$ cat src/hw/rtl/mqcr_pkg.sv
// Package for the multi-queue cache replacement block.
// Holds sizes, codes, controller/datapath interface types and the level function.
// No dependencies.
`default_nettype none
package mqcr_pkg;

   localparam int ENTRIES    = 32;
   localparam int IDX_W      = 5;
   localparam int LINK_W     = 6;
   localparam int MAX_QUEUES = 32;
   localparam int LVL_W      = 5;
   localparam int QC_W       = 6;
   localparam int ADDR_W     = 3;

   localparam logic [LINK_W-1:0] NIL       = 6'd32;
   localparam logic [QC_W-1:0]   QC_RESET  = 6'd8;
   localparam logic [QC_W-1:0]   QC_MAX    = 6'd32;
   localparam logic [31:0]       CAP_RESET = 32'd65536;

   localparam logic [1:0] CMD_ACCESS = 2'd0;
   localparam logic [1:0] CMD_PEEK   = 2'd1;
   localparam logic [1:0] CMD_REMOVE = 2'd2;

   localparam logic [1:0] ST_OK        = 2'd0;
   localparam logic [1:0] ST_TOO_LARGE = 2'd1;
   localparam logic [1:0] ST_ABSENT    = 2'd2;

   localparam logic KIND_FINAL = 1'b0;
   localparam logic KIND_EVICT = 1'b1;

   localparam logic REG_QUEUE_COUNT = 1'b0;
   localparam logic REG_CAPACITY    = 1'b1;

   typedef enum logic [3:0] {
      OP_NONE, OP_LOAD, OP_SCAN, OP_FINAL_LOOK, OP_REMOVE, OP_INC,
      OP_UNLINK, OP_PUSH, OP_EVICT, OP_INSERT, OP_FINAL_MISS
   } op_type;

   typedef enum logic [2:0] {
      S_IDLE, S_SCAN, S_DECIDE, S_INC, S_UNLINK, S_PUSH, S_EVICT
   } state_type;

   typedef struct packed {
      op_type op;
   } dp_cmd_type;

   typedef struct packed {
      logic       found;
      logic [1:0] cmd;
      logic       scan_match;
      logic       scan_last;
      logic       too_large;
      logic       evict_go;
      logic       free_avail;
   } dp_stat_type;

   function automatic logic [LVL_W-1:0] level_of(input logic [31:0] cnt,
                                                 input logic [QC_W-1:0] qc);
      logic [LVL_W-1:0] msb;
      logic [QC_W-1:0]  eff;
      logic [LVL_W-1:0] top;
      msb = '0;
      for (int b = 0; b < 32; b++) begin
         if (cnt[b]) begin
            msb = LVL_W'(b);
         end
      end
      if (qc == '0) begin
         eff = 6'd1;
      end else if (qc > QC_MAX) begin
         eff = QC_MAX;
      end else begin
         eff = qc;
      end
      top = LVL_W'(eff - 6'd1);
      return (msb < top) ? msb : top;
   endfunction

endpackage
`default_nettype wire

$ cat src/hw/rtl/mqcr_ctrl.sv
// Controller state machine for the multi-queue cache replacement block.
// Sequences datapath operations; depends on mqcr_pkg.
`default_nettype none
module mqcr_ctrl import mqcr_pkg::*; (
   input  wire logic        clock,
   input  wire logic        reset,
   input  wire logic        start,
   output logic             busy,
   input  wire dp_stat_type stat,
   output dp_cmd_type       dcmd
);

   state_type state_ff, state_in;

   always_ff @(posedge clock) begin
      if (reset) begin
         state_ff <= S_IDLE;
      end else begin
         state_ff <= state_in;
      end
   end

   always_comb begin
      state_in = state_ff;
      dcmd.op  = OP_NONE;
      case (state_ff)
         S_IDLE: begin
            if (start) begin
               dcmd.op  = OP_LOAD;
               state_in = S_SCAN;
            end
         end
         S_SCAN: begin
            dcmd.op = OP_SCAN;
            if (stat.scan_match || stat.scan_last) begin
               state_in = S_DECIDE;
            end
         end
         S_DECIDE: begin
            case (stat.cmd)
               CMD_REMOVE: begin
                  dcmd.op  = stat.found ? OP_REMOVE : OP_FINAL_LOOK;
                  state_in = S_IDLE;
               end
               CMD_ACCESS: begin
                  if (stat.found) begin
                     state_in = S_INC;
                  end else if (stat.too_large) begin
                     dcmd.op  = OP_FINAL_LOOK;
                     state_in = S_IDLE;
                  end else begin
                     state_in = S_EVICT;
                  end
               end
               default: begin
                  dcmd.op  = OP_FINAL_LOOK;
                  state_in = S_IDLE;
               end
            endcase
         end
         S_INC: begin
            dcmd.op  = OP_INC;
            state_in = S_UNLINK;
         end
         S_UNLINK: begin
            dcmd.op  = OP_UNLINK;
            state_in = S_PUSH;
         end
         S_PUSH: begin
            dcmd.op  = OP_PUSH;
            state_in = S_IDLE;
         end
         S_EVICT: begin
            if (stat.evict_go) begin
               dcmd.op = OP_EVICT;
            end else if (stat.free_avail) begin
               dcmd.op  = OP_INSERT;
               state_in = S_PUSH;
            end else begin
               dcmd.op  = OP_FINAL_MISS;
               state_in = S_IDLE;
            end
         end
         default: begin
            state_in = S_IDLE;
         end
      endcase
   end

   assign busy = (state_ff != S_IDLE);

endmodule
`default_nettype wire

$ cat config.mk
export PLATFORM = sky130hd
export DESIGN_NAME = mqcr_ctrl
export DESIGN_NICKNAME = d
export VERILOG_FILES = /design/src/hw/rtl/mqcr_pkg.sv /design/src/hw/rtl/mqcr_ctrl.sv
export SDC_FILE = /design/constraint.sdc
export NUM_CORES = 1
export LEC_CHECK = 0
export ABC_AREA = 1
export BUFFER_PORTS_ARGS = -buffer_cell sky130_fd_sc_hd__buf_2
export CORE_AREA = 3 3 40 42
export CTS_CLUSTER_SIZE = 12
export DETAILED_ROUTE_END_ITERATION = 6
export DIE_AREA = 0 0 43 45
export HOLD_SLACK_MARGIN = 0.08
export PLACE_DENSITY = 0.57
export SETUP_SLACK_MARGIN = 0.4
export SYNTH_ARGS = -nofsm -noshare
export SYNTH_HDL_FRONTEND = slang
export SYNTH_SLANG_ARGS = --single-unit
$ cat constraint.sdc
create_clock -name clock -period 1.65 [get_ports clock]
set_input_delay 0.33 -clock clock [delete_from_list [all_inputs] [get_ports clock]]
set_output_delay 0.33 -clock clock [all_outputs]
set_load 0.01 [all_outputs]
==> impl_results.md, run 1 <==
* DP Worst Slack at approximately 0.24 ns
* Seq pwr share at roughly a quarter
* Die area at 1940 sq um
* Vias at 430
* Vert. Die Dim at 45 microns
* Combinational share of power at between 40% and 50%
* Crit path cell chain: inv_4 > nor2_4 > nand3b_1 > o2111ai_1 > buf_2
* Largest Register: state_ff
* Worst IR Drop VDD at 0.363 mV
* CTS tree: done
* WP data required at 1.32 ns
* Crit share post-route at between 80% and 90%
* Starting Density at 23.4%
* Detail Route Antenna Nets at 0
* Final Hold Violating Endpoints at 0
* Total grt overflow at 0
* Switching share of power at roughly a third
* Final slew viol count at 0
* Status: finished clean
* Crit path kind: flip-flop to output port
* Crit path DAT at 1.15 ns
* Crit. End Element: output port
* Worst-path maximum fanout at 6
* Flops & latches, synth at 3
* Dpl hpwl at 666 microns
* # diodes at 0
* Nets at 90
* Cell Area, Synth at 300 sq um
* GRT Total Usage at between 10 and 15%
* First-pass GRT wire length at 1.50 mm
* Max-Cap Viols at 0
* Post-synthesis sequential area ratio at 20.0%
* PD cells at 742 nW/um^2
* Wirelength per Cell at approximately 10 microns
* RSZ-0062 raised after global routing: yes
* Rows at 13
* Routability cong. at 0.754
* Vias/cell at 4.62
* Input/output buffers at 15
* Final period demand of the worst path at 1.48 ns
* Slew Limit Headroom at 79.4%
* Share of cells above drive strength 1 at 51.3%
* CORE AREA at roughly 1300 sq um
* Number of global-route vias before repair at 377
* I/O pin count at 16
* Post-route worst setup slack at 0.166 ns
* Initial antenna violation count at 0
* Die width at 43 microns
* CTS H-tree lvls at 1
* Clk pwr share at a little under a third
* Placed cell area at approximately 400 sq um
* Hold WS at 0.280 ns
* Slowest stage delay, CP at between 0.4 and 0.5 ns
* CTS Buffer Depth at 2
* Largest net degree at the start of global routing at 7
* Setup_tns at 0 ns
* Setup violators final at 0
* Cell internal pwr at 0.000260 W
* Skew final at 0.00217 ns
* Post-route DRC at 0
* Least-Margin Pin Slew at between 0.3 and 0.4 ns
* Startpoint Class: flip-flop
* Most frequent cells in the layout: buf_2 (13), nand2_1 (11), nand3_1 (7), nor2_1 (6), buf_4 (6)
* Synth Instances at 53
* Clock-pin slew on the worst setup and hold paths at roughly 0.040 ns
* WL final at 965 microns
* HP Class: input port to flip-flop
* Drt first pass iters at 4
* Max reg flops at 3
* Synth Area per Inst at 5.67 sq um
* Hold_buf cts at 0
* Ys Warns at 0
* Clock sink total at 3
* Post-Syn Nets at 64
* Worst skew pair latency at approximately 0.23 ns
* Sw power at between 0.0001 and 0.00015 W
* CP Buf/Inv Count at 2
* Leading cell type in the layout, fill and taps excluded: buf_2
* Largest registers: state_ff (3)
* P_leak at about 0.26 nW
* Initial drt markers at 4
* Final Instance Area at 539 sq um
* Area delta synth->final at 79.6%
* Num CTS Buffers at 3
* Largest delay share family, worst path: flip-flops
* Netlist cell types at 15
* CTS root buf: clkbuf_4
* Fmax at 674 MHz
* Slowest CP cell: dfxtp_4
-- worst paths after layout --
kind | to | slack [ns] | cells past startpoint | startpoint
max | dcmd[0] | 0.17 | 5 | state_ff[2]$_SDFFE_PP0P_
max reg2reg | state_ff[2]$_SDFFE_PP0P_ | 0.50 | 7 | state_ff[2]$_SDFFE_PP0P_
min reg2reg | state_ff[2]$_SDFFE_PP0P_ | 0.64 | 2 | state_ff[2]$_SDFFE_PP0P_
min | state_ff[2]$_SDFFE_PP0P_ | 0.28 | 2 | reset
-- layout make-up --
type / instances / area [sq um]
Clock buffer: 4 / 26.3
Fill cell: 141 / 746
Inverter: 7 / 31.3
Multi-Input combinational cell: 43 / 259
Sequential cell: 3 / 71.3
Tap cell: 15 / 18.8
Timing Repair Buffer: 21 / 133
-- cells by family (layout without fill, tap and decap cells) --
logic type / Yosys count / after routing / share of synthesized area (%)
simple gates: 33 / 33 / 50.0
compound gates: 9 / 9 / 18.3
buf+inv: 7 / 32 / 8.75
xor+xnor: 1 / 1 / 2.92
flops: 3 / 3 / 20.0
-- power by group through the flow --
stage	Combinational [W]	Clock, W	Sequential (W)
after CTS	0.000162	0.000131	0.0000924
after global routing	0.000202	0.000145	0.0000941
final	0.000184	0.000123	0.0000933
after floorplan	0.0000813	0	0.0000914
after detailed placement	0.000126	0	0.0000929
after global placement	0.000126	0	0.0000933
-- cells in the mapped netlist (all sizes together) --
library cell	n	share of area, %
a21oi	4	6.7
dfxtp	3	20
inv	7	8.8
nand2	13	17
nand3	8	13
nand3b	1	2.5
nor2	11	17
o2111ai	2	5.8
o211ai	1	2.5
o21ai	2	3.3
xnor2	1	2.9
-- stage by stage --
stage,utilization (%),power [W],cells
after floorplan,-,0.000173,53
after global placement,31.4,0.000219,83
after detailed placement,31.4,0.000219,83
after CTS,38.6,0.000385,90
after global routing,42.0,0.000441,93
final,42.0,0.000400,93
-- routing by layer --
layer  up-vias  global-route usage (%)  wire [microns]
li1        226                       -               -
met1       195                    12.3             430
met2         9                    17.7             499
met3         0                    3.59              36
met4         0                    3.61               0
met5         -                       0               0
-- what timing repair did --
item / CTS / global route
resized for setup: 14 / 4
endpoints found under the setup margin: 5 / 6
pin swaps: 2 / 4
buffers inserted: 3 / 3
Note: power is estimated with default switching activity, not from simulation.
==> run 2, diff against run 1 <==
GPL_TIMING_DRIVEN = 0   (was not set)
==> impl_results.md, run 2 (synthesis gave the netlist of run 1 again) <==
* Status: finished clean (unchanged)
* # diodes at 0 (unchanged)
* Final slew viol count at 0 (unchanged)
* Critical R2R Launch: state_ff[1]$_SDFFE_PP0P_ (was state_ff[2]$_SDFFE_PP0P_)
* Initial drt markers at 5 (was 4)
* Setup_tns at 0 ns (unchanged)
* Setup violators final at 0 (unchanged)
* Wirelength per Cell at 10.1 microns (was 10.4 microns)
* Post-route DRC at 0 (unchanged)
* Startpoint Class: flip-flop (unchanged)
* First-pass GRT wire length at 1.56 mm (was 1.50 mm)
* CTS H-tree lvls at 1 (unchanged)
* CP startpoint: state_ff[1]$_SDFFE_PP0P_ (was state_ff[2]$_SDFFE_PP0P_)
* RSZ-0062 raised after global routing: yes (unchanged)
* Crit path DAT at 1.17 ns (was 1.15 ns)
* Nets at 90 (unchanged)
* Worst reg2reg path depth at 7 (unchanged)
* Crit path kind: flip-flop to output port (unchanged)
* Starting Density at 23.4% (unchanged)
* Input/output buffers at 15 (unchanged)
* Dpl cells at 83 (unchanged)
* Placed cell area at 403 sq um (unchanged)
* Worst IR Drop VDD at 0.370 mV (was 0.363 mV)
* Vert. Die Dim at 45 microns (unchanged)
* Clock-pin slew on the worst setup and hold paths at 0.04 ns (about the same)
* PD cells at 749 nW/um^2 (was 742 nW/um^2)
* Largest Register: state_ff (unchanged)
* Crit. End Element: output port (unchanged)
* Final Hold Violating Endpoints at 0 (unchanged)
* Seq. cell area at 71.3 sq um (unchanged)
* Max reg flops at 3 (unchanged)
* Num CTS Buffers at 3 (unchanged)
* Vias/cell at 4.61 (was 4.62)
* WP data required at 1.32 ns (about the same)
* Number of global-route vias before repair at 416 (was 377)
* WL final at 935 microns (was 965 microns)
* Total grt overflow at 0 (unchanged)
* Clock sink total at 3 (unchanged)
* Hold-critical path depth at 2 (unchanged)
* P_leak at 0.258 nW (was 0.255 nW)
* Final instance count without filler cells at 93 (unchanged)
* Least-Margin Pin Slew at 0.280 ns (was 0.305 ns)
* CTS tree: done (unchanged)
* Die area at 1940 sq um (unchanged)
* Min-delay src: reset (unchanged)
* CTS Buffer Depth at 2 (unchanged)
* Max-Cap Viols at 0 (unchanged)
* Final period demand of the worst path at 1.50 ns (was 1.48 ns)
* Worst-path maximum fanout at 6 (unchanged)
* Share of cells above drive strength 1 at 52.6% (was 51.3%)
* Largest net degree at the start of global routing at 7 (unchanged)
* Leading cell type in the layout, fill and taps excluded: buf_2 (unchanged)
* Multi-input logic area at 267 sq um (was 259 sq um)
* Die width at 43 microns (unchanged)
* Slew Limit Headroom at 81.1% (was 79.4%)
* Dpl hpwl at 652 microns (was 666 microns)
* Drt first pass iters at 4 (unchanged)
* CTS root buf: clkbuf_4 (unchanged)
* Final core utilization at 42.4% (was 42.0%)
* Final Instance Area at 544 sq um (was 539 sq um)
* Most frequent cells in the layout: buf_2 (14), nand2_1 (11), nand3_1 (6), nor2_1 (6), buf_4 (5) (was buf_2 (13), nand2_1 (11), nand3_1 (7), nor2_1 (6), buf_4 (6))
* Initial antenna violation count at 0 (unchanged)
* Area delta synth->final at 81.3% (was 79.6%)
* Fmax at 666 MHz (was 674 MHz)
* Rows at 13 (unchanged)
* Hold WS at 0.271 ns (was 0.280 ns)
* Routability cong. at 0.734 (was 0.754)
* HP Class: input port to flip-flop (unchanged)
* Skew final at 0.00310 ns (was 0.00217 ns)
* Worst skew pair latency at 0.23 ns (about the same)
* Detail Route Antenna Nets at 0 (unchanged)
* CORE AREA at 1280 sq um (unchanged)
* Layout fillers at 139 (was 141)
* Largest registers: state_ff (3) (unchanged)
* I/O pin count at 16 (unchanged)
* GRT Total Usage at 10.7% (was 10.4%)
* Crit share post-route at 91.0% (was 90.0%)
* Vias at 429 (was 430)
[run 2: critical path, stage by stage, from the launching register on]
cell       delay (ns)
dfxtp_4          0.40
nand2_4          0.08
nor2_4           0.10
nand3_2          0.10
o2111ai_2        0.09
buf_2            0.17
[run 2: through the flow]
step,setup WS [ns],power (W)
finish,0.149,0.000408
global route,0.0885,0.000435
CTS,0.157,0.000387
detailed placement,0.216,0.000219
global placement,0.211,0.000219
floorplan,0.415,0.000173
[run 2: layout make-up]
type	count	share of cell area [%]
inverter	7	5.75
tap	15	3.45
timing repair buffer	21	23.9
clock buffer	4	4.83
multi-input combinational	43	49.0
sequential	3	13.1
[run 2: worst paths after layout]
path / endpoint / slack (ns)
max: dcmd[1] / 0.15
max reg2reg: state_ff[1]$_SDFFE_PP0P_ / 0.48
min reg2reg: state_ff[1]$_SDFFE_PP0P_ / 0.57
min: state_ff[0]$_SDFFE_PP0P_ / 0.27
[run 2: power breakdown]
part           internal (W)  switching (W)  leakage (nW)
Sequential        0.0000806      0.0000135        0.0267
Clock             0.0000906      0.0000373        0.0150
Combinational     0.0000897      0.0000962         0.217
Total              0.000261       0.000147         0.258
[run 2: what timing repair did]
item                                    in CTS  in global routing
setup buffers                                4                  2
endpoints found under the setup margin       5                  8
gates resized for setup                     13                  6
pin swaps                                    4                  2
hold buffers                                 0                  0
[run 2: metal layers]
layer | part of all wire [%] | GRT usage [%]
met2 | 52 | 18.0
met4 | 1.8 | 7.23
met1 | 43 | 12.7
met5 | 0 | 0
met3 | 3.0 | 1.59
